===== config.mk =====
export PLATFORM = sky130hd
export DESIGN_NAME = vtpd_out
export DESIGN_NICKNAME = d
export VERILOG_FILES = /design/src/rtl/core/vtpd_pkg.sv /design/src/rtl/core/vtpd_out.sv
export SDC_FILE = /design/constraint.sdc
export NUM_CORES = 1
export LEC_CHECK = 0
export BUFFER_PORTS_ARGS = -buffer_cell sky130_fd_sc_hd__buf_2
export CORE_AREA = 2 2 228 230
export DETAILED_ROUTE_END_ITERATION = 8
export DIE_AREA = 0 0 230 232
export SYNTH_ARGS = -nofsm -noshare
export SYNTH_HDL_FRONTEND = slang
export SYNTH_SLANG_ARGS = --single-unit

===== constraint.sdc =====
create_clock -name clk -period 6.61 [get_ports clk]
set_input_delay 1.6525 -clock clk [delete_from_list [all_inputs] [get_ports clk]]
set_output_delay 1.6525 -clock clk [all_outputs]
set_load 0.03 [all_outputs]

===== src/rtl/core/vtpd_pkg.sv =====
// shared types and constants of the vertex transform with perspective divide
`timescale 1ns / 1ps
package vtpd_pkg;

  // row and coefficient geometry
  localparam int NUM_ROWS  = 4;
  localparam int ROW_W     = 64;
  localparam int COEF_W    = 16;
  localparam int CRD_W     = 32;
  localparam int IDX_W     = 2;
  // product, sum and magnitude widths
  localparam int PROD_W    = COEF_W + CRD_W;
  localparam int SUM_W     = PROD_W + 2;
  localparam int ALO_W     = 16;
  localparam int Q_W       = 32;
  localparam int ND_W      = SUM_W - 8;
  // register indexes
  localparam logic [IDX_W-1:0] REG_ROW0 = 2'd0;
  localparam logic [IDX_W-1:0] REG_ROW1 = 2'd1;
  localparam logic [IDX_W-1:0] REG_ROW2 = 2'd2;
  localparam logic [IDX_W-1:0] REG_ROW3 = 2'd3;
  // reset rows form the identity matrix
  localparam logic [ROW_W-1:0] ROW0_RST = 64'h0000_0000_0000_0100;
  localparam logic [ROW_W-1:0] ROW1_RST = 64'h0000_0000_0100_0000;
  localparam logic [ROW_W-1:0] ROW2_RST = 64'h0000_0100_0000_0000;
  localparam logic [ROW_W-1:0] ROW3_RST = 64'h0100_0000_0000_0000;
  // w equal to 1.0 in Q24.24
  localparam logic signed [SUM_W-1:0] ONE_Q24 = SUM_W'(64'sd16777216);

  typedef struct packed {
    logic signed [CRD_W-1:0] x_in;
    logic signed [CRD_W-1:0] y_in;
    logic signed [CRD_W-1:0] z_in;
  } in_t;

  typedef struct packed {
    logic signed [CRD_W-1:0] x_out;
    logic signed [CRD_W-1:0] y_out;
    logic signed [CRD_W-1:0] z_out;
    logic                    divided;
    logic                    saturated;
  } out_t;

  // one coordinate lane inside the divider pipeline
  typedef struct packed {
    logic             neg;
    logic             ovf;
    logic [SUM_W-1:0] rem;
    logic [ALO_W-1:0] alo;
    logic [Q_W-1:0]   q;
    logic [ND_W-1:0]  nd;
  } lane_t;

  typedef struct packed {
    logic             divide;
    logic [SUM_W-1:0] b;
    lane_t [2:0]      lane;
  } stage_t;

endpackage


===== src/rtl/core/vtpd_out.sv =====
// result select, saturation and output register
`timescale 1ns / 1ps
module vtpd_out (
  input  logic             clk,
  input  logic             rst_n,
  input  logic             up_valid,
  output logic             up_ready,
  input  vtpd_pkg::stage_t up_data,
  output logic             out_valid,
  input  logic             out_stall,
  output vtpd_pkg::out_t   out_data
);

  localparam int MW = vtpd_pkg::ND_W;

  logic                 v_r;
  vtpd_pkg::out_t       d_r;
  vtpd_pkg::out_t       d_nxt;
  logic [2:0][31:0]     res;
  logic [2:0]           sat;

  assign up_ready  = !v_r || !out_stall;
  assign out_valid = v_r;
  assign out_data  = d_r;

  // magnitude pick and clamp per lane
  always_comb begin
    logic [MW-1:0] mag;
    logic          neg;
    for (int l = 0; l < 3; l++) begin
      if (up_data.divide) begin
        mag = up_data.lane[l].ovf ? MW'(64'h1_0000_0000) : MW'(up_data.lane[l].q);
      end else begin
        mag = up_data.lane[l].nd;
      end
      neg    = up_data.lane[l].neg && (mag != '0);
      sat[l] = 1'b0;
      if (neg) begin
        if (mag > MW'(64'h8000_0000)) begin
          sat[l] = 1'b1;
          res[l] = 32'h8000_0000;
        end else begin
          res[l] = 32'(-mag[31:0]);
        end
      end else begin
        if (mag > MW'(64'h7FFF_FFFF)) begin
          sat[l] = 1'b1;
          res[l] = 32'h7FFF_FFFF;
        end else begin
          res[l] = mag[31:0];
        end
      end
    end
    d_nxt.x_out     = res[0];
    d_nxt.y_out     = res[1];
    d_nxt.z_out     = res[2];
    d_nxt.divided   = up_data.divide;
    d_nxt.saturated = |sat;
  end

  always_ff @(posedge clk) begin
    if (!rst_n) begin
      v_r <= 1'b0;
    end else if (up_ready) begin
      v_r <= up_valid;
    end
  end

  always_ff @(posedge clk) begin
    if (up_ready && up_valid) d_r <= d_nxt;
  end

endmodule


==> results.sh, run 1 <==
export IMPL_outcome="completed"
export IMPL_die_area_sq_um=53400
export IMPL_worst_hold_path_num_cells=2
export IMPL_tritoncts_clock_tree="yes"
export IMPL_top_level_ports=581
export IMPL_worstHoldStart="out_valid"
export IMPL_power_density_nw_per_um2=181
export IMPL_synth_enable_flop_cells=98
export IMPL_worst_slew_margin_relative_to_its_limit_pct=40.1
export IMPL_setup_repair_after_global_routing_missed_its_margin="false"
export IMPL_drt_initial_drc_count=861
export IMPL_die_w_um=230
export IMPL_route_antenna_remaining_nets=0
export IMPL_vdd_ir_drop_worst_uv=132
export IMPL_static_leakage_power_nw=4.44
export IMPL_numPortBuffers=332
export IMPL_synthesis_nets=1438
export IMPL_layout_nets=1739
export IMPL_finalHoldViolations=0
export IMPL_post_cts_buffers=0
export IMPL_post_synth_cell_area_avg_sq_um=8.83
export IMPL_synth_warning_count=0
export IMPL_ys_types=87
export IMPL_route_detailed_drc=0
export IMPL_clock_sink_count=99
export IMPL_ys_seq_area_share_pct=35.2
export IMPL_wire_length_of_the_first_global_routing_pass_um=59800
export IMPL_storage_cell_area_sq_um=2960
export IMPL_filler_cell_count=5662
export IMPL_synthDominantAreaCellType="sky130_fd_sc_hd__edfxtp_1"
export IMPL_place_congestion=0.854
export IMPL_cts_buffers_inserted=9
export IMPL_h_tree_depth=3
export IMPL_synth_most_common_cell="sky130_fd_sc_hd__edfxtp_1"
export IMPL_cts_reportedPaths_clkPinSlew_ns=0.08
export IMPL_timing_final_setup_violations=0
export IMPL_ff2ff_setup_slack_ns=4.43
export IMPL_wl_per_cell_um=21.4
export IMPL_detailedPlacementHpwl_um=33500
export IMPL_cts_path_max_buffers=2
export IMPL_vias_per_cell=4.95
export IMPL_core_rowCount=83
export IMPL_grt_overflow=0
export IMPL_clkLatencyLatePin_ns=0.40
export IMPL_clk_root_buffer_cell="sky130_fd_sc_hd__clkbuf_16"
export IMPL_worst_path_most_repeated_cell="sky130_fd_sc_hd__buf_4"
export IMPL_initial_antenna_violation_count=17
export IMPL_slowest_stage="sky130_fd_sc_hd__o21ai_2"
export IMPL_crit_fanout=43
export IMPL_timing_critical_path_arrival_ns=6.05
export IMPL_max_clock_freq_ghz=0.170
export IMPL_period_share_pct=89.0
export IMPL_yosys_top_cells_area="sky130_fd_sc_hd__edfxtp_1 35%, sky130_fd_sc_hd__a22oi_1 8.1%, sky130_fd_sc_hd__a21oi_1 4.8%, sky130_fd_sc_hd__a21o_1 3.4%, sky130_fd_sc_hd__nor2_1 3.3%"
export IMPL_timing_worst_setup_path_type="in -> reg"
export IMPL_synth_seq_cells=99
export IMPL_totalWireLength_um=41700
export IMPL_multi_input_comb_area_sq_um=5090
export IMPL_critical_path_startpoint_type="primary input"
export IMPL_worst_clock_skew_ns=0.00984
export IMPL_core_area_sq_um=50900
export IMPL_timing_final_max_slew_violations=0
export IMPL_via_count=9650
export IMPL_hold_path_class="reg -> reg"
export IMPL_finish_utilization_pct=22.0
export IMPL_number_of_global_route_vias_before_repair=9042
export IMPL_timing_final_crit_period_ns=5.88
export IMPL_ctsResizeCount=0
export IMPL_postCtsHoldBufs=0
export IMPL_critical_path_max_stage_delay_ns=0.70
export IMPL_grt_start_max_net_pins=59
export IMPL_initial_core_utilization_pct=16.6
export IMPL_drive_above_1_share_pct=33.4
export IMPL_first_pass_iters=5
export IMPL_post_synth_top_area_fraction_pct=34.9
export IMPL_asyncSetResetFlopFracSynth_pct=0
export IMPL_synth_area_sq_um=8420
export IMPL_postSynthCellCount=954
export IMPL_crit_required_ns=6.78
export IMPL_hold_path_end="out_valid"
export IMPL_layout_area_overhead_vs_synth_pct=32.6
export IMPL_tightest_slew_ns=0.898
export IMPL_grt_usage_pct=15.2
export IMPL_post_synth_most_frequent_cells="98 x sky130_fd_sc_hd__edfxtp_1, 91 x sky130_fd_sc_hd__a22oi_1, 81 x sky130_fd_sc_hd__a21oi_1"
export IMPL_die_height_um=232
export IMPL_critPathCaptureType="flop"
export IMPL_r2r_end="out_data[24]"
export IMPL_setup_tns_final_ns=0
export IMPL_r2r_start="out_valid"
export IMPL_synth_top_flop_cell="sky130_fd_sc_hd__edfxtp_1"
export IMPL_maxCapViolCount=0
export IMPL_rr_worst_depth=3
export IMPL_path_cells="buf_2 -> inv_2 -> buf_4 -> a22oi_1 -> ha_1 -> nor4bb_1 -> buf_4 -> nand4b_4 -> o21ai_2 -> nand3_2 -> o311ai_1"
[cells in the final DEF, fill, tap and decap left out, types with 7 or more instances in the layout]
cell type / Yosys / routed
sky130_fd_sc_hd__a21o_1: 38 / 38
sky130_fd_sc_hd__a21oi_1: 81 / 81
sky130_fd_sc_hd__a22o_1: 21 / 21
sky130_fd_sc_hd__a22oi_1: 91 / 91
sky130_fd_sc_hd__a31oi_1: 21 / 21
sky130_fd_sc_hd__and2_1: 9 / 8
sky130_fd_sc_hd__buf_2: 16 / 332
sky130_fd_sc_hd__buf_4: 5 / 29
sky130_fd_sc_hd__clkbuf_16: 0 / 9
sky130_fd_sc_hd__diode_2: 0 / 9
sky130_fd_sc_hd__edfxtp_1: 98 / 98
sky130_fd_sc_hd__inv_1: 10 / 9
sky130_fd_sc_hd__mux2i_1: 11 / 11
sky130_fd_sc_hd__nand2_1: 61 / 61
sky130_fd_sc_hd__nand3_1: 30 / 30
sky130_fd_sc_hd__nand4_1: 10 / 10
sky130_fd_sc_hd__nor2_1: 75 / 75
sky130_fd_sc_hd__nor2b_1: 14 / 11
sky130_fd_sc_hd__nor3_1: 42 / 42
sky130_fd_sc_hd__nor4_1: 9 / 9
sky130_fd_sc_hd__o211ai_1: 13 / 13
sky130_fd_sc_hd__o21a_1: 7 / 7
sky130_fd_sc_hd__o21ai_0: 32 / 32
sky130_fd_sc_hd__o21ai_1: 10 / 10
sky130_fd_sc_hd__o21bai_1: 28 / 28
sky130_fd_sc_hd__o221ai_1: 8 / 8
sky130_fd_sc_hd__o22ai_1: 12 / 12
sky130_fd_sc_hd__o31ai_1: 9 / 8
sky130_fd_sc_hd__or3_1: 10 / 10
sky130_fd_sc_hd__xnor2_1: 9 / 9
[cell families after synthesis]
kind of cell             after synthesis  share of synthesized area [%]
AND/OR/NAND/NOR                      323                           21.6
buffers and inverters                 82                           4.65
adder cells (fa/ha/maj)                3                          0.446
flip-flops                            99                           35.2
XOR/XNOR                              10                           1.04
AO/OA/AOI/OAI                        425                           35.7
multiplexers                          12                           1.44
[per-layer routing]
layer | part of all wire (%) | wire length (um) | track usage, % | up-vias
met2 | 45 | 19000 | 23.8 | 463
met1 | 43 | 18000 | 19.9 | 4697
met5 | 0.14 | 60 | 0 | -
li1 | - | - | - | 4426
met3 | 8.9 | 3710 | 3.99 | 54
met4 | 2.3 | 976 | 5.69 | 10
[power by group]
part           leakage, nW  switching (mW)  internal [mW]
combinational         3.34           0.438          0.214
clock                0.153           0.305          0.305
sequential           0.955          0.0152          0.750
total                 4.44           0.758           1.27
[final cells by class]
class | count | share of cell area (%)
inverter | 11 | 0.370
clock buffer | 9 | 2.02
antenna | 9 | 0.202
multi-input combinational | 773 | 45.6
clock inverter | 7 | 0.840
sequential | 99 | 26.5
tap | 680 | 7.62
timing repair buffer | 361 | 16.8
[metrics by stage]
stage / cells / total power, mW / worst slack, ns / hold WS, ns / area (sq um)
detailed placement: 1924 / 1.43 / 0.387 / 0.524 / 10800
global route: 1940 / 2.13 / 0.488 / 0.559 / 11100
finish: 1949 / 2.03 / 0.728 / 0.531 / 11200
floorplan: 954 / 1.17 / 1.50 / 0.649 / 8420
CTS: 1940 / 2.05 / 0.810 / 0.534 / 11100
global placement: 1924 / 1.42 / 0.346 / 0.514 / 10800
[worst max-delay path by stage]
stage                 startpoint           end  slack [ns]  cells after the start
floorplan           up_data[476]  out_data[55]        1.50                     16
global placement    up_data[476]  out_data[11]        0.35                     11
detailed placement  up_data[476]  out_data[11]        0.39                     11
CTS                 up_data[476]  out_data[11]        0.81                     11
global route        up_data[476]  out_data[11]        0.49                     11
finish              up_data[476]  out_data[11]        0.73                     11
[registers in the layout, summed over array words and instances, names as in the netlist]
name,cells
out_data,98
out_valid,1
[worst max-delay path, delay by kind of cell]
| family | cells | cell delay (ns) |
|---|---|---|
| buf+inv | 4 | 1.16 |
| compound gates | 3 | 1.82 |
| simple gates | 3 | 0.99 |
| fa+ha+maj | 1 | 0.36 |
No activity file was read; power rests on OpenSTA's default activity.
==> run 2: changes to the inputs <==
CELL_PAD_IN_SITES_DETAIL_PLACEMENT = 1   (was default)
CELL_PAD_IN_SITES_GLOBAL_PLACEMENT = 1   (was default)
CORE_AREA = 2 2 226 228   (was 2 2 228 230)
DIE_AREA = 0 0 228 230   (was 0 0 230 232)
PLACE_DENSITY_LB_ADDON = 0.1   (was default)
==> results.sh, run 2 (synthesis gave the netlist of run 1 again) <==
export IMPL_outcome="completed"
export IMPL_place_congestion=0.793
export IMPL_critical_path_max_stage_delay_ns=0.50
export IMPL_top_level_ports=581
export IMPL_clkLatencyLatePin_ns=0.39
export IMPL_timing_critical_path_arrival_ns=5.18
export IMPL_grt_start_max_net_pins=69
export IMPL_core_rowCount=82
export IMPL_die_height_um=230
export IMPL_post_route_cell_area_sq_um=11200
export IMPL_detailedPlacementHpwl_um=35000
export IMPL_core_area_sq_um=49900
export IMPL_cts_reportedPaths_clkPinSlew_ns=0.08
export IMPL_clk_root_buffer_cell="sky130_fd_sc_hd__clkbuf_16"
export IMPL_post_place_cells=1920
export IMPL_route_antenna_remaining_nets=0
export IMPL_vdd_ir_drop_worst_uv=126
export IMPL_totalWireLength_um=45000
export IMPL_finalPower_mw=2.04
export IMPL_finish_utilization_pct=22.4
export IMPL_multi_input_comb_area_sq_um=5090
export IMPL_first_pass_iters=4
export IMPL_initial_core_utilization_pct=16.9
export IMPL_max_clock_freq_ghz=0.198
export IMPL_timing_worst_setup_path_type="in -> reg"
export IMPL_final_critical_path_setup_slack_ns=1.56
export IMPL_cell_family_contributing_the_most_delay_on_the_critical_path="simple AND/OR/NAND/NOR gates"
export IMPL_place_worst_setup_slack_ns=1.03
export IMPL_setup_tns_final_ns=0
export IMPL_h_tree_depth=3
export IMPL_numPortBuffers=332
export IMPL_static_leakage_power_nw=4.46
export IMPL_cts_buffers_inserted=9
export IMPL_layout_common_cells="331 x sky130_fd_sc_hd__buf_2, 98 x sky130_fd_sc_hd__edfxtp_1, 91 x sky130_fd_sc_hd__a22oi_1, 81 x sky130_fd_sc_hd__a21oi_1, 75 x sky130_fd_sc_hd__nor2_1"
export IMPL_tightest_slew_ns=0.940
export IMPL_worst_path_most_repeated_cell="sky130_fd_sc_hd__buf_4"
export IMPL_place_area_sq_um=10900
export IMPL_cts_path_max_buffers=2
export IMPL_path_cells="buf_4 -> buf_12 -> nor2b_2 -> buf_4 -> a22oi_1 -> nor4bb_1 -> buf_4 -> nand4b_4 -> o21ai_2 -> buf_4 -> and2_1 -> nand3_1"
export IMPL_clock_sink_count=99
export IMPL_number_of_global_route_vias_before_repair=9646
export IMPL_post_cts_buffers=0
export IMPL_vias_per_cell=4.79
export IMPL_drive_above_1_share_pct=33.4
export IMPL_period_share_pct=76.4
export IMPL_layout_area_overhead_vs_synth_pct=32.7
export IMPL_worst_clock_skew_ns=0.0106
export IMPL_maxCapViolCount=0
export IMPL_tritoncts_clock_tree="yes"
export IMPL_crit_required_ns=6.74
export IMPL_die_area_sq_um=52400
export IMPL_largest_reg_flops=98
export IMPL_timing_final_crit_period_ns=5.05
export IMPL_grt_usage_pct=16.9
export IMPL_setup_repair_after_global_routing_missed_its_margin="false"
export IMPL_slowest_stage="sky130_fd_sc_hd__and2_1"
export IMPL_critical_path_startpoint_type="primary input"
export IMPL_storage_cell_area_sq_um=2960
export IMPL_critPathCaptureType="flop"
export IMPL_wire_length_of_the_first_global_routing_pass_um=65900
export IMPL_timing_final_max_slew_violations=0
export IMPL_timing_final_setup_violations=0
export IMPL_postCtsHoldBufs=0
export IMPL_grt_overflow=0
export IMPL_die_w_um=228
export IMPL_ctsResizeCount=0
export IMPL_layout_commonest_cell="sky130_fd_sc_hd__buf_2"
export IMPL_hold_path_class="reg -> reg"
export IMPL_route_detailed_drc=0
export IMPL_via_count=9287
export IMPL_initial_antenna_violation_count=5
export IMPL_worst_slew_margin_relative_to_its_limit_pct=37.1
export IMPL_filler_cell_count=5975
export IMPL_drt_initial_drc_count=455
export IMPL_layout_nets=1743
export IMPL_finalHoldViolations=0
export IMPL_power_density_nw_per_um2=182
export IMPL_crit_fanout=68
export IMPL_wl_per_cell_um=23.2
export IMPL_crit_buf_inv=5
export IMPL_layoutNonFillerInstCount=1938
export IMPL_finalHoldWorstSlack_ns=0.545
run 2: cell type report:
cell class	count	share of cell area (%)
antenna	2	0.0448
clock buffer	10	2.05
clock inverter	6	0.716
inverter	11	0.381
multi-input combinational	773	45.6
sequential	99	26.5
tap	672	7.52
timing repair buffer	365	17.2
run 2: path summary, 6_finish.rpt:
check        cells past startpoint    startpoint           end  slack [ns]
max reg2reg                      3     out_valid  out_data[44]        4.34
min                              2     out_valid     out_valid        0.55
max                             12  up_data[476]   out_data[0]        1.56
min reg2reg                      2     out_valid     out_valid        0.55
run 2: worst register-to-register path, delay by kind of cell (launching register included):
family / cells / cell delay [ns]
and+or+nand+nor: 2 / 0.75
buffers and inverters: 1 / 0.75
DFF: 1 / 0.33
run 2: routing by layer:
metal | wire (um) | vias up | global-route usage, %
met3 | 2400 | 22 | 3.77
met4 | 479 | 2 | 3.62
li1 | - | 4427 | -
met1 | 21600 | 4563 | 23.3
met2 | 20500 | 273 | 26.9
met5 | 10 | - | 0
run 2: power breakdown:
| group | leakage (nW) | switching (mW) | total (mW) | internal (mW) |
|---|---|---|---|---|
| Sequential | 0.955 | 0.0154 | 0.765 | 0.750 |
| Clock | 0.148 | 0.287 | 0.616 | 0.329 |
| Combinational | 3.36 | 0.440 | 0.657 | 0.217 |
| Total | 4.46 | 0.742 | 2.04 | 1.30 |
==> run 3: changes to the inputs <==
clock period = 5.2 ns   (was 6.61 ns; I/O delays follow)
==> results.sh, run 3 (synthesis gave the netlist of run 1 again) <==
export IMPL_cts_buffers_inserted=9
export IMPL_numPortBuffers=332
export IMPL_vias_per_cell=4.83
export IMPL_layout_common_cells="331 x sky130_fd_sc_hd__buf_2, 98 x sky130_fd_sc_hd__edfxtp_1, 91 x sky130_fd_sc_hd__a22oi_1, 81 x sky130_fd_sc_hd__a21oi_1, 75 x sky130_fd_sc_hd__nor2_1"
export IMPL_critical_path_startpoint_type="primary input"
export IMPL_grt_usage_pct=17.1
export IMPL_initial_antenna_violation_count=6
export IMPL_h_tree_depth=3
export IMPL_first_pass_iters=4
export IMPL_wire_length_of_the_first_global_routing_pass_um=66900
export IMPL_wl_per_cell_um=23.2
export IMPL_worstHoldStart="out_valid"
export IMPL_setup_repair_after_global_routing_missed_its_margin="false"
export IMPL_grt_start_max_net_pins=99
export IMPL_drt_initial_drc_count=449
export IMPL_detailedPlacementHpwl_um=35100
export IMPL_hold_path_class="reg -> reg"
export IMPL_clk_root_buffer_cell="sky130_fd_sc_hd__clkbuf_16"
export IMPL_core_rowCount=82
export IMPL_timing_final_max_slew_violations=0
export IMPL_maxCapViolCount=0
export IMPL_r2r_start="out_valid"
export IMPL_power_density_nw_per_um2=224
export IMPL_route_antenna_remaining_nets=0
export IMPL_worst_slew_margin_relative_to_its_limit_pct=44.8
export IMPL_layout_nets=1759
export IMPL_setup_tns_final_ns=0
export IMPL_finalHoldViolations=0
export IMPL_worst_clock_skew_ns=0.00689
export IMPL_layout_area_overhead_vs_synth_pct=33.9
export IMPL_vdd_ir_drop_worst_uv=154
export IMPL_worst_hold_path_num_cells=2
export IMPL_largest_reg_flops=98
export IMPL_period_share_pct=87.4
export IMPL_outcome="completed"
export IMPL_ff2ff_setup_slack_ns=3.71
export IMPL_totalWireLength_um=45200
export IMPL_rr_worst_depth=3
export IMPL_static_leakage_power_nw=4.53
export IMPL_timing_final_crit_period_ns=4.54
export IMPL_critPathCaptureType="flop"
export IMPL_max_clock_freq_ghz=0.220
export IMPL_post_place_cells=1936
export IMPL_hold_path_end="out_valid"
export IMPL_layoutNonFillerInstCount=1953
export IMPL_postCtsHoldBufs=0
export IMPL_crit_fanout=15
export IMPL_via_count=9434
export IMPL_tightest_slew_ns=0.824
export IMPL_drive_above_1_share_pct=34.2
export IMPL_timing_worst_setup_path_type="in -> reg"
export IMPL_crit_required_ns=5.43
export IMPL_die_area_sq_um=52400
export IMPL_timing_final_setup_violations=0
export IMPL_place_congestion=0.807
export IMPL_clock_sink_count=99
export IMPL_timing_critical_path_arrival_ns=4.77
export IMPL_layout_commonest_cell="sky130_fd_sc_hd__buf_2"
export IMPL_cts_path_max_buffers=2
export IMPL_grt_overflow=0
export IMPL_tritoncts_clock_tree="yes"
export IMPL_die_w_um=228
export IMPL_ctsResizeCount=0
export IMPL_initial_core_utilization_pct=16.9
export IMPL_die_height_um=230
export IMPL_post_cts_buffers=0
export IMPL_number_of_global_route_vias_before_repair=9824
export IMPL_clkLatencyLatePin_ns=0.40
export IMPL_r2r_end="out_data[93]"
export IMPL_core_area_sq_um=49900
export IMPL_route_detailed_drc=0
export IMPL_top_level_ports=581
export IMPL_cts_reportedPaths_clkPinSlew_ns=0.08
[run 3: worst max-delay path, stage by stage]
cell and delay, ns:
sky130_fd_sc_hd__buf_4 0.19, sky130_fd_sc_hd__clkinv_2 0.33, sky130_fd_sc_hd__a22oi_1 0.35, sky130_fd_sc_hd__ha_1 0.26, sky130_fd_sc_hd__inv_1 0.05, sky130_fd_sc_hd__a211o_1 0.27, sky130_fd_sc_hd__nor3_2 0.39, sky130_fd_sc_hd__nand4_4 0.31
sky130_fd_sc_hd__o41a_1 0.73, sky130_fd_sc_hd__or3_1 0.45, sky130_fd_sc_hd__o2111ai_1 0.12
[run 3: final cells by class]
class | instances | area, sq um
clock buffers | 13 | 250
well taps | 672 | 841
flip-flops and latches | 99 | 2960
fillers | 6015 | 38600
repair buffers | 381 | 2070
clock inverters | 3 | 15.0
diodes | 1 | 2.50
inverters | 11 | 42.5
multi-input cells | 773 | 5090
[run 3: report_power, final]
group	switching, mW	internal (mW)	leakage [nW]
sequential	0.0185	0.953	0.955
combinational	0.563	0.286	3.44
clock	0.365	0.337	0.133
[run 3: how the worst max path moves through the flow]
stage,slack [ns],from,cells past startpoint,endpoint
4_1_cts,0.57,up_data[476],11,out_data[2]
5_1_grt,0.38,up_data[476],11,out_data[55]
3_3_place_gp,0.1,up_data[476],11,out_data[2]
2_1_floorplan,0.44,up_data[476],16,out_data[55]
3_5_place_dp,0.15,up_data[476],11,out_data[2]
6_report,0.66,up_data[476],11,out_data[55]
[run 3: per-stage QoR]
step | power [mW] | area, sq um | util, % | hold slack, ns | worst slack, ns
after floorplan | 1.48 | 8420 | - | 0.649 | 0.440
after global placement | 1.85 | 11000 | 22.1 | 0.518 | 0.0953
after detailed placement | 1.85 | 11000 | 22.1 | 0.541 | 0.151
after CTS | 2.58 | 11300 | 22.6 | 0.554 | 0.574
after global routing | 2.66 | 11300 | 22.6 | 0.602 | 0.378
final | 2.52 | 11300 | 22.6 | 0.548 | 0.657
[run 3: routing by layer]
layer	track usage (%)	share of wire, %	vias to the layer above
met3	4.23	6.1	21
met5	0	0.086	-
li1	-	-	4453
met2	27.6	46	266
met4	4.37	1.1	6
met1	22.9	47	4688
