[src/rtl/core/vtpd_pkg.sv]
// shared types and constants of the vertex transform with perspective divide
`timescale 1ns / 1ps
package vtpd_pkg;

  // row and coefficient geometry
  localparam int NUM_ROWS  = 4;
  localparam int ROW_W     = 64;
  localparam int COEF_W    = 16;
  localparam int CRD_W     = 32;
  localparam int IDX_W     = 2;
  // product, sum and magnitude widths
  localparam int PROD_W    = COEF_W + CRD_W;
  localparam int SUM_W     = PROD_W + 2;
  localparam int ALO_W     = 16;
  localparam int Q_W       = 32;
  localparam int ND_W      = SUM_W - 8;
  // register indexes
  localparam logic [IDX_W-1:0] REG_ROW0 = 2'd0;
  localparam logic [IDX_W-1:0] REG_ROW1 = 2'd1;
  localparam logic [IDX_W-1:0] REG_ROW2 = 2'd2;
  localparam logic [IDX_W-1:0] REG_ROW3 = 2'd3;
  // reset rows form the identity matrix
  localparam logic [ROW_W-1:0] ROW0_RST = 64'h0000_0000_0000_0100;
  localparam logic [ROW_W-1:0] ROW1_RST = 64'h0000_0000_0100_0000;
  localparam logic [ROW_W-1:0] ROW2_RST = 64'h0000_0100_0000_0000;
  localparam logic [ROW_W-1:0] ROW3_RST = 64'h0100_0000_0000_0000;
  // w equal to 1.0 in Q24.24
  localparam logic signed [SUM_W-1:0] ONE_Q24 = SUM_W'(64'sd16777216);

  typedef struct packed {
    logic signed [CRD_W-1:0] x_in;
    logic signed [CRD_W-1:0] y_in;
    logic signed [CRD_W-1:0] z_in;
  } in_t;

  typedef struct packed {
    logic signed [CRD_W-1:0] x_out;
    logic signed [CRD_W-1:0] y_out;
    logic signed [CRD_W-1:0] z_out;
    logic                    divided;
    logic                    saturated;
  } out_t;

  // one coordinate lane inside the divider pipeline
  typedef struct packed {
    logic             neg;
    logic             ovf;
    logic [SUM_W-1:0] rem;
    logic [ALO_W-1:0] alo;
    logic [Q_W-1:0]   q;
    logic [ND_W-1:0]  nd;
  } lane_t;

  typedef struct packed {
    logic             divide;
    logic [SUM_W-1:0] b;
    lane_t [2:0]      lane;
  } stage_t;

endpackage

[src/rtl/core/vtpd_div_step.sv]
// one restoring division step for three lanes sharing one divisor
`timescale 1ns / 1ps
module vtpd_div_step (
  input  logic             clk,
  input  logic             rst_n,
  input  logic             up_valid,
  output logic             up_ready,
  input  vtpd_pkg::stage_t up_data,
  output logic             dn_valid,
  input  logic             dn_ready,
  output vtpd_pkg::stage_t dn_data
);

  localparam int TW = vtpd_pkg::SUM_W;

  logic             v_r;
  vtpd_pkg::stage_t d_r;
  vtpd_pkg::stage_t d_nxt;

  assign up_ready = !v_r || dn_ready;
  assign dn_valid = v_r;
  assign dn_data  = d_r;

  // shift in next dividend bit, subtract when it fits
  always_comb begin
    logic [TW:0] r2;
    d_nxt = up_data;
    for (int l = 0; l < 3; l++) begin
      r2 = {up_data.lane[l].rem, up_data.lane[l].alo[vtpd_pkg::ALO_W-1]};
      d_nxt.lane[l].alo = up_data.lane[l].alo << 1;
      if (r2 >= {1'b0, up_data.b}) begin
        d_nxt.lane[l].rem = TW'(r2 - {1'b0, up_data.b});
        d_nxt.lane[l].q   = {up_data.lane[l].q[vtpd_pkg::Q_W-2:0], 1'b1};
      end else begin
        d_nxt.lane[l].rem = r2[TW-1:0];
        d_nxt.lane[l].q   = {up_data.lane[l].q[vtpd_pkg::Q_W-2:0], 1'b0};
      end
    end
  end

  always_ff @(posedge clk) begin
    if (!rst_n) begin
      v_r <= 1'b0;
    end else if (up_ready) begin
      v_r <= up_valid;
    end
  end

  always_ff @(posedge clk) begin
    if (up_ready && up_valid) d_r <= d_nxt;
  end

endmodule

[config.mk]
export PLATFORM = sky130hd
export DESIGN_NAME = vtpd_div_step
export DESIGN_NICKNAME = d
export VERILOG_FILES = /design/src/rtl/core/vtpd_pkg.sv /design/src/rtl/core/vtpd_div_step.sv
export SDC_FILE = /design/constraint.sdc
export NUM_CORES = 1
export LEC_CHECK = 0
export BUFFER_PORTS_ARGS = -buffer_cell sky130_fd_sc_hd__buf_2
export CAP_MARGIN = 20
export CELL_PAD_IN_SITES_DETAIL_PLACEMENT = 0
export CELL_PAD_IN_SITES_GLOBAL_PLACEMENT = 1
export CORE_AREA = 2 2 379 381
export CTS_CLUSTER_SIZE = 40
export DETAILED_ROUTE_END_ITERATION = 6
export DIE_AREA = 0 0 381 383
export HOLD_SLACK_MARGIN = 0.06
export PLACE_DENSITY = 0.53
export SKIP_LAST_GASP = 1
export SYNTH_ARGS = -nofsm -noshare
export SYNTH_HDL_FRONTEND = slang
export SYNTH_SLANG_ARGS = --single-unit
[constraint.sdc]
create_clock -name clk -period 21.6 [get_ports clk]
set_input_delay 2.16 -clock clk [delete_from_list [all_inputs] [get_ports clk]]
set_output_delay 2.16 -clock clk [all_outputs]
set_load 0.05 [all_outputs]
==> qor.txt, run 1 <==
Post-synth EDFFs: 474
CTS tree: done
Max Clk Rate: 0.158 GHz
CP Launch Type: input pin
Status: finished, final reports clean
CTS Buf Count: 66
CP startpoint: up_data[447]
Worst Tran Pin Value: 1.06 ns
Site row count: 139
CP Data Arrival Time: 6.71 ns
Routed vias: 20800
RSZ-0062 raised after global routing: no
Core footprint: 0.142 sq mm
Syn-to-layout area delta: 37.4%
Slew HR: 28.5%
Largest net degree at the start of global routing: 82
GRT Total Usage: 17.8%
Gr ovfl total: 0
Vias/cell: 4.22
Pleak: 14.2 nW
Grt met2 use: 32.5%
Post-route DRC violation count: 0
Setup CP Type: in -> reg
Post-CTS Hold Fix Bufs: 0
ANT nets after route: 0
Clock Latency Late Sink: 0.65 ns
Min-delay src: dn_valid
WL/cell: 27.4 um
Power Dens Cells: 90.7 mW/mm^2
Clock Path Buffers: 3
Max FO, Critical Path: 34
Mapped cell area: 0.0247 sq mm
Worst r2r src: dn_valid
Final cell count without fillers: 4917
CTS clk-pin slew, worst paths: 0.06 ns
Fin worst setup slack: 15.28 ns
Placement Setup Slack: 14.45 ns
Ys Warns: 0
Average size of a mapped cell: 12.6 sq um
Initial antenna violation count: 161
Setup crit end kind: register
Clock net sink count: 475
FILL cells: 15500
VDD IR max: 52.5 uV
Max_cap viols: 0
Synthesis-stage register bit count: 475
Final Max Tran Viols: 0
Postcts setup bufs: 0
Final min period: 6.32 ns
Die height: 383 um
Async SR Flop Fraction: 0%
Final worst path period share: 29.3%
I/O pins: 960
Gp weighted congestion: 0.858
Cells after Synth: 1961
Busiest grt layer: met2
Synth Flop Type: edfxtp_1
HPWL Detailed: 115000 um
Root Buffer: clkbuf_16
Htree depth: 3
First-pass GRT wire length: 176000 um
Synth cell types: 78
Clk_skew: 0.0232 ns
Number of global-route vias before repair: 20100
Worst hold path type: reg -> reg
Sequential fraction of the synthesis area: 57.8%
Final-report hold violation count: 0
Placed Cells: 4771
Die area: 0.146 sq mm
Critical Path RT: 21.99 ns
Drt first pass iters: 5
Count of final setup violators: 0
1st-iter DRT viols: 1374
Met3 capacity usage during global routing: 5.62%
Final TNS setup: 0 ns
GR Layer Usage met1: 20.0%
Starting Density: 17.3%
Die width: 381 um
Final #Nets: 3571
Final wirelength: 135000 um
Post-cts sizing count: 0
Layout cell share with drive strength beyond 1: 40.2%
I/O Buffers: 953
-- per-layer routing --
layer / part of all wire [%] / wire length [um]
met1: 38 / 51000
met2: 51 / 68600
met3: 8.1 / 10900
met4: 3.0 / 4000
met5: 0.16 / 210
-- worst max-delay path: stages --
cell and delay [ns]:
buf_2 0.09, inv_1 0.17, ha_1 0.50, nand4_1 0.34, a2111oi_2 0.40, o32ai_1 0.16, nor2_2 0.44, a31oi_4 0.22
o31ai_4 0.42, a41oi_4 0.28, inv_2 0.47, buf_4 0.54, mux2_2 0.41
-- cells by family after synthesis --
| family | share of synthesized area (%) |
|---|---|
| AND/OR/NAND/NOR | 7.47 |
| XOR/XNOR | 4.90 |
| other | 0.0152 |
| flip-flops | 57.8 |
| adder cells (fa/ha/maj) | 7.85 |
| multiplexers | 5.30 |
| AO/OA/AOI/OAI | 13.9 |
| buffers and inverters | 2.79 |
-- final timing paths --
| kind | depth (start not counted) | endpoint | slack [ns] |
|---|---|---|---|
| worst max-delay path | 13 | dn_data[93] | 15.28 |
| worst min-delay path | 2 | dn_valid | 0.53 |
| worst max register to register | 5 | dn_data[152] | 17.74 |
| worst min register to register | 2 | dn_valid | 0.53 |
-- power by group --
part | internal (W) | leakage (nW) | switching, W
Combinational | 0.000239 | 8.60 | 0.000591
Clock | 0.000641 | 1.04 | 0.000466
Sequential | 0.00112 | 4.59 | 0.0000221
Total | 0.00200 | 14.2 | 0.00108
-- sequential cells by signal (all words and copies together), names as in the netlist --
register and count:
dn_valid 1, dn_data 474
-- placed cells by master, fill, tap and decap left out, drive strengths merged, types with 30 or more instances in the layout --
master  netlist  layout
edfxtp      474     474
inv         100     106
nand3        30      30
ha          150     150
clkbuf       36      81
nand4        38      38
xnor2        93      93
buf          26     967
nor2        113     113
mux2        109     109
nand2       110     110
a21oi       201     201
xor2         45      45
a21o         85      85
o21ai        90      90
-- final cells by class --
type / count / area, sq um / share of cell area [%]
clock inverters: 38 / 438 / 1.29
inverters: 100 / 375 / 1.11
well taps: 1903 / 2380 / 7.02
clock buffers: 81 / 1730 / 5.10
repair buffers: 968 / 4890 / 14.4
flip-flops and latches: 475 / 14300 / 42.1
multi-input cells: 1326 / 9770 / 28.8
diodes: 26 / 65.1 / 0.192
-- stage by stage --
stage               utilization (%)  hold slack, ns  cell area (sq um)  power, W
floorplan                         -            1.15              24700   0.00174
finish                         23.8           0.533              33900   0.00307
global route                   23.8           0.611              33800   0.00322
detailed placement             22.2           0.531              31700   0.00199
CTS                            23.8           0.538              33800   0.00314
global placement               22.2           0.514              31700   0.00199
-- cells in the mapped netlist, types with 6 or more instances --
| cell type | number | area, sq um |
|---|---|---|
| mux2_4 | 8 | 120 |
| a211oi_1 | 9 | 67.6 |
| nand2b_1 | 13 | 81.3 |
| xnor2_1 | 93 | 815 |
| buf_4 | 11 | 82.6 |
| buf_2 | 13 | 65.1 |
| a221o_1 | 6 | 60.1 |
| nand3_1 | 30 | 150 |
| and2_1 | 7 | 43.8 |
| ha_1 | 150 | 1880 |
| nand2_1 | 109 | 409 |
| nor3_1 | 12 | 60.1 |
| inv_1 | 99 | 372 |
| o21bai_1 | 29 | 218 |
| and3_1 | 14 | 87.6 |
| a21oi_1 | 199 | 996 |
| a31oi_1 | 23 | 144 |
| nand4_1 | 38 | 238 |
| a21o_1 | 85 | 638 |
| nor4_1 | 9 | 56.3 |
| o211ai_1 | 12 | 90.1 |
| o21ai_0 | 85 | 425 |
| edfxtp_1 | 474 | 14200 |
| mux2_2 | 97 | 1090 |
| xor2_1 | 45 | 394 |
| nor2b_1 | 17 | 106 |
| clkbuf_1 | 36 | 135 |
| nor2_1 | 112 | 420 |
| o21a_1 | 18 | 135 |
Power figures use the tool's default switching activity.
==> run 2, diff against run 1 <==
--- a/config.mk
+++ b/config.mk
@@ -5,16 +5,17 @@
 export SDC_FILE = /design/constraint.sdc
 export NUM_CORES = 1
 export LEC_CHECK = 0
+export ABC_AREA = 1
 export BUFFER_PORTS_ARGS = -buffer_cell sky130_fd_sc_hd__buf_2
 export CAP_MARGIN = 20
 export CELL_PAD_IN_SITES_DETAIL_PLACEMENT = 0
 export CELL_PAD_IN_SITES_GLOBAL_PLACEMENT = 1
-export CORE_AREA = 2 2 379 381
+export CORE_AREA = 2 2 374 376
 export CTS_CLUSTER_SIZE = 40
 export DETAILED_ROUTE_END_ITERATION = 6
-export DIE_AREA = 0 0 381 383
+export DIE_AREA = 0 0 376 378
 export HOLD_SLACK_MARGIN = 0.06
-export PLACE_DENSITY = 0.53
+export PLACE_DENSITY = 0.62
 export SKIP_LAST_GASP = 1
 export SYNTH_ARGS = -nofsm -noshare
 export SYNTH_HDL_FRONTEND = slang
==> constraint.sdc (replaced) <==
create_clock -name clk -period 6.3 [get_ports clk]
set_input_delay 0.63 -clock clk [delete_from_list [all_inputs] [get_ports clk]]
set_output_delay 0.63 -clock clk [all_outputs]
set_load 0.05 [all_outputs]
==> run 2 against run 1 <==
First-iteration DRC count is 56% higher. Cell count is 35% higher. Combinational power grew to 3.8 times the previous value. Synthesized area is 21% higher. Global-route usage is 6.1 points higher. Clock power grew to 3.2 times the previous value.
==> qor.txt, run 2 <==
Status: finished, final reports clean
Hold Worst Slack: 0.111 ns (-0.421 ns)
Max reg flops: 474 (unchanged)
Root Buffer: clkbuf_16
Site row count: 137 (-1.4%)
Synth top area cells: edfxtp_1 (48%), nand2_1 (17%), inv_1 (9.3%)
GRT Total Usage: 23.9% (+6.1 points)
Setup crit end kind: register
I/O Buffers: 953 (unchanged)
Final wirelength: 176000 um (+30%)
VDD IR max: 230 uV (+340%)
Routed vias: 28800 (+39%)
CTS clk-pin slew, worst paths: 0.07 ns (about the same)
FF-to-FF path depth: 2 (-3)
Synth Flop Type: edfxtp_1
Commonest cells after routing, fill and taps aside: nand2_1 (1358), buf_2 (953), inv_1 (737)
Largest net degree at the start of global routing: 135 (+65%)
Number of global-route vias before repair: 27800 (+38%)
Share of power burned in registers: 37.0% (about the same)
Final-report hold violation count: 0 (unchanged)
R2R setup slack: 3.94 ns (-13.80 ns)
Average size of a mapped cell: 7.94 sq um (-37%)
Final worst path period share: 58.7%
Synth cell types: 42 (-46%)
Vias/cell: 4.34 (+2.7%)
Postcts setup bufs: 0 (unchanged)
Worst Tran Pin Value: 1.03 ns (-0.0353 ns)
Die height: 378 um (-1.3%)
Htree depth: 2 (-1)
Post-synth EDFFs: 474 (unchanged)
Yosys top cell area share: 47.6% (-10 points)
Gr ovfl total: 0 (unchanged)
Gp weighted congestion: 0.923 (+7.5%)
Most frequent CP cell: nand2_1
Layout cell share with drive strength beyond 1: 24.3% (-16 points)
Drt first pass iters: 7 (+2)
Synthesis-stage register bit count: 475 (unchanged)
Final min period: 3.70 ns
Clk_skew: 0.0339 ns (+0.0107 ns)
Power Dens Cells: 273 mW/mm^2 (+200%)
Initial antenna violation count: 150 (-6.8%)
Psw: 0.00400 W (+270%)
Max Clk Rate: 0.270 GHz
Syn-to-layout area delta: 29.9%
Die width: 376 um (-1.3%)
Mapped cell area: 0.0299 sq mm (+21%)
Clock net sink count: 475 (unchanged)
Count leader, synth: nand2_1
CP Data Arrival Time: 4.10 ns (-2.61 ns)
CTS tree: done
Cells after Synth: 3765 (+92%)
Commonest cells post-synth: nand2_1 (1358), inv_1 (739), edfxtp_1 (474)
ANT nets after route: 0 (unchanged)
Sequential fraction of the synthesis area: 47.7% (-10 points)
RSZ-0062 raised after global routing: no
Max FO, Critical Path: 62 (+82%)
Delay of the slowest critical-path stage: 0.56 ns (+0.02 ns)
CP Launch Type: input pin
Count of final setup violators: 0 (unchanged)
HPWL Detailed: 153000 um (+33%)
Post-DP Area: 0.0368 sq mm (+16%)
First-pass GRT wire length: 230000 um (+31%)
Finished Cell Area: 0.0389 sq mm (+15%)
Switching part of the total: 37.8% (+2.7 points)
Async SR Flop Fraction: 0% (unchanged)
Final Max Tran Viols: 0 (unchanged)
Worst R2R End: dn_data[422]
CP endpoint: dn_data[101]
Slowest cell on crit path: buf_4
Critical Path RT: 6.70 ns (-15.29 ns)
Post-CTS Hold Fix Bufs: 0 (unchanged)
WL/cell: 26.5 um (-3.3%)
Final #Nets: 5383 (+51%)
Die area: 0.142 sq mm (-2.6%)
Clock power share: 33.4% (-2.6 points)
Int Power: 0.00660 W (+230%)
Most common cell after layout, fill and taps aside: nand2_1
Worst hold path type: in -> reg
Buf/Inv on CP: 3 (-1)
Post-cts sizing count: 0 (unchanged)
Max_cap viols: 0 (unchanged)
Area leader, netlist: edfxtp_1
Slew HR: 31.5% (+3.0 points)
Finished Core Util: 28.1% (+4.2 points)
Starting Density: 21.6% (+4.3 points)
Clock Path Buffers: 3 (unchanged)
Setup CP Type: in -> reg
Worst r2r src: dn_valid
Pleak: 19.6 nW (+38%)
Post-route DRC violation count: 0 (unchanged)
CTS Buf Count: 59 (-11%)
CP startpoint: up_data[465]
Core footprint: 0.139 sq mm (-2.6%)
CP Cell Sequence: buf_2 -> inv_1 -> ha_1 -> nand2_1 -> nor2_1 -> nand2_1 -> nor2_2 -> nand4_4 -> nand3_4 -> buf_4 -> o21ai_0
1st-iter DRT viols: 2139 (+56%)
Crit path depth: 11 (-2)
CP top delay family: simple AND/OR/NAND/NOR gates
Ys Warns: 0 (unchanged)
Clock Latency Late Sink: 0.70 ns (+0.05 ns)
I/O pins: 960 (unchanged)
Comb pwr share: 29.7% (+2.7 points)
==> run 2: kinds of logic (layout without fill, tap and decap cells) <==
logic type	count (synthesis)	after routing	share of synthesized area [%]
AND/OR/NAND/NOR	2020	2020	28.8
buffers and inverters	825	1851	10.8
flip-flops	475	475	47.7
AO/OA/AOI/OAI	205	205	3.74
adder cells (fa/ha/maj)	153	153	6.48
XOR/XNOR	86	86	2.52
other	1	35	0.0125
==> run 2: worst min-delay path by stage <==
stage | slack (ns) | end | startpoint | depth (start not counted)
2_1_floorplan | 0.73 | dn_data[0] | up_data[0] | 0
3_3_place_gp | 0.52 | dn_valid | dn_valid | 2
3_5_place_dp | 0.55 | dn_valid | dn_valid | 2
4_1_cts | 0.06 | dn_data[360] | up_data[359] | 1
5_1_grt | 0.09 | dn_data[6] | up_data[6] | 1
6_report | 0.11 | dn_data[9] | up_data[9] | 1
==> run 2: power by group through the flow <==
stage	combinational (W)	sequential, W	clock, W
2_1_floorplan	0.00117	0.00486	0
3_3_place_gp	0.00316	0.00398	0
3_5_place_dp	0.00316	0.00398	0
4_1_cts	0.00317	0.00392	0.00364
5_1_grt	0.00338	0.00394	0.00374
6_report	0.00315	0.00392	0.00354
==> run 2: routing by layer <==
| metal | wire (um) | global-route usage, % | share of wire, % | vias to the layer above |
|---|---|---|---|---|
| met1 | 68800 | 27.6 | 39 | 13300 |
| met2 | 85900 | 42.8 | 49 | 1151 |
| met5 | 230 | 0 | 0.13 | - |
| li1 | - | - | - | 13900 |
| met3 | 12300 | 5.41 | 7.0 | 396 |
| met4 | 8420 | 8.63 | 4.8 | 36 |
==> run 2: per-stage QoR <==
stage	power (W)	setup WS, ns	setup TNS (ns)	instances
after floorplan	0.00603	-2.54	-1202.44	3767
after global placement	0.00714	1.88	0	6495
after detailed placement	0.00714	1.85	0	6495
after CTS	0.0107	2.59	0	6600
after global routing	0.0111	2.42	0	6609
final	0.0106	2.60	0	6632
==> run 2: worst reg2reg max path, delay by kind of cell (launching register included) <==
kind / cells / cell delay (ns)
buffers and inverters: 1 / 0.50
AOI/OAI and AO/OA: 1 / 0.77
DFF: 1 / 0.35
==> run 2: cell type report <==
class	instances	area [sq um]
Sequential cell	475	14300
Inverter	780	2940
Multi-Input combinational cell	2467	12500
Antenna cell	32	80.1
Tap cell	1807	2260
Clock inverter	31	377
Fill cell	15400	99700
Timing Repair Buffer	966	4930
Clock buffer	74	1550
==> run 3, diff against run 2 <==
--- a/config.mk
+++ b/config.mk
@@ -10,12 +10,12 @@
 export CAP_MARGIN = 20
 export CELL_PAD_IN_SITES_DETAIL_PLACEMENT = 0
 export CELL_PAD_IN_SITES_GLOBAL_PLACEMENT = 1
-export CORE_AREA = 2 2 374 376
+export CORE_AREA = 2 2 379 381
 export CTS_CLUSTER_SIZE = 40
 export DETAILED_ROUTE_END_ITERATION = 6
-export DIE_AREA = 0 0 376 378
+export DIE_AREA = 0 0 381 383
 export HOLD_SLACK_MARGIN = 0.06
-export PLACE_DENSITY = 0.62
+export PLACE_DENSITY = 0.63
 export SKIP_LAST_GASP = 1
 export SYNTH_ARGS = -nofsm -noshare
 export SYNTH_HDL_FRONTEND = slang
==> constraint.sdc (replaced) <==
create_clock -name clk -period 3.1 [get_ports clk]
set_input_delay 0.31 -clock clk [delete_from_list [all_inputs] [get_ports clk]]
set_output_delay 0.31 -clock clk [all_outputs]
set_load 0.05 [all_outputs]
==> run 3 against run 2 <==
Via count grew 10%. Global-route usage increased by 1.1 points. Combinational power grew 130%. Die area increased by 2.7%. Core utilization is 4.3 points higher. Worst hold slack gained 0.0014 ns. Routed wire length increased by 7.1%. Critical path depth increased by 4. Clock power up 110%. Design area rose by 18%. Cell count increased by 12%. Setup slack worse by 2.5 ns. Critical endpoint is now dn_data[239].
==> qor.txt, run 3 (same netlist as run 2, synthesis figures left out) <==
Final min period: 2.97 ns
Post-DP Area: 0.0392 sq mm (+6.5%)
HPWL Detailed: 164000 um (+7.1%)
Final #Nets: 6087 (+13%)
I/O pins: 960 (unchanged)
ANT nets after route: 0 (unchanged)
Final Max Tran Viols: 0 (unchanged)
Critical Path RT: 3.52 ns (-3.18 ns)
Share of power burned in registers: 34.9% (-2.1 points)
Die width: 381 um (+1.3%)
Largest net degree at the start of global routing: 92 (-32%)
Post-route DRC violation count: 0 (unchanged)
Psw: 0.00862 W (+120%)
Number of global-route vias before repair: 31300 (+13%)
Final worst path period share: 95.7%
Gp weighted congestion: 0.959 (+3.9%)
Vias/cell: 4.26 (-1.7%)
Switching part of the total: 37.4% (-0.31 points)
Clk_skew: 0.0271 ns (-0.00683 ns)
Layout cell share with drive strength beyond 1: 25.7% (+1.5 points)
I/O Buffers: 953 (unchanged)
Initial antenna violation count: 116 (-23%)
Die height: 383 um (+1.3%)
Power Dens Cells: 501 mW/mm^2 (+83%)
RSZ-0062 raised after global routing: no
Drt first pass iters: 5 (-2)
Worst hold path type: in -> reg
CP top delay family: buffers and inverters
First-pass GRT wire length: 251000 um (+8.8%)
Placed Cells: 6835 (+5.2%)
CP Launch Type: input pin
Starting Density: 21.0% (-0.57 points)
Clock Path Buffers: 3 (unchanged)
Slew HR: 61.3% (+30 points)
Slowest cell on crit path: dlygate4sd3_1
Routed vias: 31700 (+10%)
Setup crit end kind: register
Clock net sink count: 475 (unchanged)
1st-iter DRT viols: 2024 (-5.4%)
Overall power: 0.0230 W (+120%)
Finished Cell Area: 0.0460 sq mm (+18%)
Max FO, Critical Path: 58 (-6.5%)
Postcts setup bufs: 0 (unchanged)
GRT Total Usage: 25.0% (+1.1 points)
Setup CP Type: in -> reg
Pleak: 22.9 nW (+17%)
Post-cts sizing count: 0 (unchanged)
Status: finished, final reports clean
CTS tree: done
Final-report hold violation count: 0 (unchanged)
Gr ovfl total: 0 (unchanged)
Most common cell after layout, fill and taps aside: nand2_1
CP Cell Sequence: dlygate4sd3_1 -> buf_2 -> inv_1 -> buf_4 -> ha_1 -> nand2_1 -> nor2_1 -> inv_2 -> nor2_4 -> nand3_1 -> nand3b_1 -> nand2_2 -> nand3_4 -> buf_12 -> o21ai_0
CTS clk-pin slew, worst paths: 0.07 ns (about the same)
Post-CTS Hold Fix Bufs: 458 (+458)
Final wirelength: 188000 um (+7.1%)
Syn-to-layout area delta: 53.8%
Clock power share: 33.0% (-0.4 points)
Htree depth: 2 (unchanged)
Comb pwr share: 32.1% (+2.4 points)
Int Power: 0.0144 W (+120%)
Max reg flops: 474 (unchanged)
Core footprint: 0.142 sq mm (+2.7%)
CTS Buf Count: 61 (+3.4%)
WL/cell: 25.3 um (-4.5%)
Max_cap viols: 0 (unchanged)
Delay of the slowest critical-path stage: 0.60 ns (+0.04 ns)
Site row count: 139 (+1.5%)
Die area: 0.146 sq mm (+2.7%)
Clock Latency Late Sink: 0.70 ns (about the same)
CP Data Arrival Time: 3.39 ns (-0.71 ns)
VDD IR max: 432 uV (+88%)
Buf/Inv on CP: 6 (+3)
Final cell count without fillers: 7441 (+12%)
Count of final setup violators: 0 (unchanged)
Root Buffer: clkbuf_16
Commonest cells after routing, fill and taps aside: nand2_1 (1358), buf_2 (953), inv_1 (739)
Max Clk Rate: 0.337 GHz
Worst Tran Pin Value: 0.580 ns (-0.448 ns)
-- run 3: cell count changes in the layout (fill, tap and decap cells not counted), moves of 2 or more --
cell           delta
clkinvlp_4        +6
clkinv_2          -2
dlygate4sd3_1   +458
diode_2           +5
buf_12           +38
clkbuf_16         +2
inv_6             +5
inv_1             +2
buf_4           +206
clkinv_1          -5
clkinv_4          -2
-- run 3: stage by stage --
stage | util, % | hold slack, ns | setup TNS, ns | worst slack [ns]
5_1_grt | 32.3 | 0.0912 | 0 | 0.0516
6_report | 32.3 | 0.113 | 0 | 0.133
3_5_place_dp | 27.6 | 0.488 | 0 | 0.0987
3_3_place_gp | 27.6 | 0.486 | 0 | 0.0789
2_1_floorplan | - | 0.409 | -2692.55 | -5.68
4_1_cts | 32.3 | 0.0658 | 0 | 0.227
-- run 3: layout make-up --
type,instances,area [sq um]
Tap cell,1903,2380
Antenna cell,37,92.6
Clock inverter,35,470
Timing Repair Buffer,1668,11800
Fill cell,15500,96300
Sequential cell,475,14300
Multi-Input combinational cell,2467,12400
Clock buffer,76,1600
Inverter,780,2930
-- run 3: worst reg2reg max path: cells and delay by family, from the launching register on --
family / cells / cell delay, ns
flops: 1 / 0.35
buf+inv: 2 / 0.88
compound gates: 1 / 0.20
-- run 3: worst paths after layout --
check	slack, ns	endpoint	depth (start not counted)	start
hold reg to reg	0.91	dn_data[298]	2	dn_valid
hold / removal	0.11	dn_data[131]	3	up_data[130]
setup reg to reg	1.34	dn_data[53]	3	dn_valid
setup / recovery	0.13	dn_data[239]	15	up_data[439]
-- run 3: per-layer routing --
| layer | vias up | share of wire [%] | GRT usage (%) |
|---|---|---|---|
| met5 | - | 0.16 | 0 |
| met4 | 48 | 4.6 | 9.65 |
| met3 | 330 | 5.7 | 5.02 |
| met2 | 1165 | 51 | 45.9 |
| met1 | 14800 | 39 | 28.3 |
| li1 | 15400 | - | - |
-- run 3: power by group through the flow --
stage | logic [W] | clock network, W | registers [W]
2_1_floorplan | 0.00239 | 0 | 0.00987
3_3_place_gp | 0.00683 | 0 | 0.00818
3_5_place_dp | 0.00684 | 0 | 0.00818
4_1_cts | 0.00743 | 0.00781 | 0.00806
5_1_grt | 0.00791 | 0.00801 | 0.00808
6_report | 0.00738 | 0.00760 | 0.00804
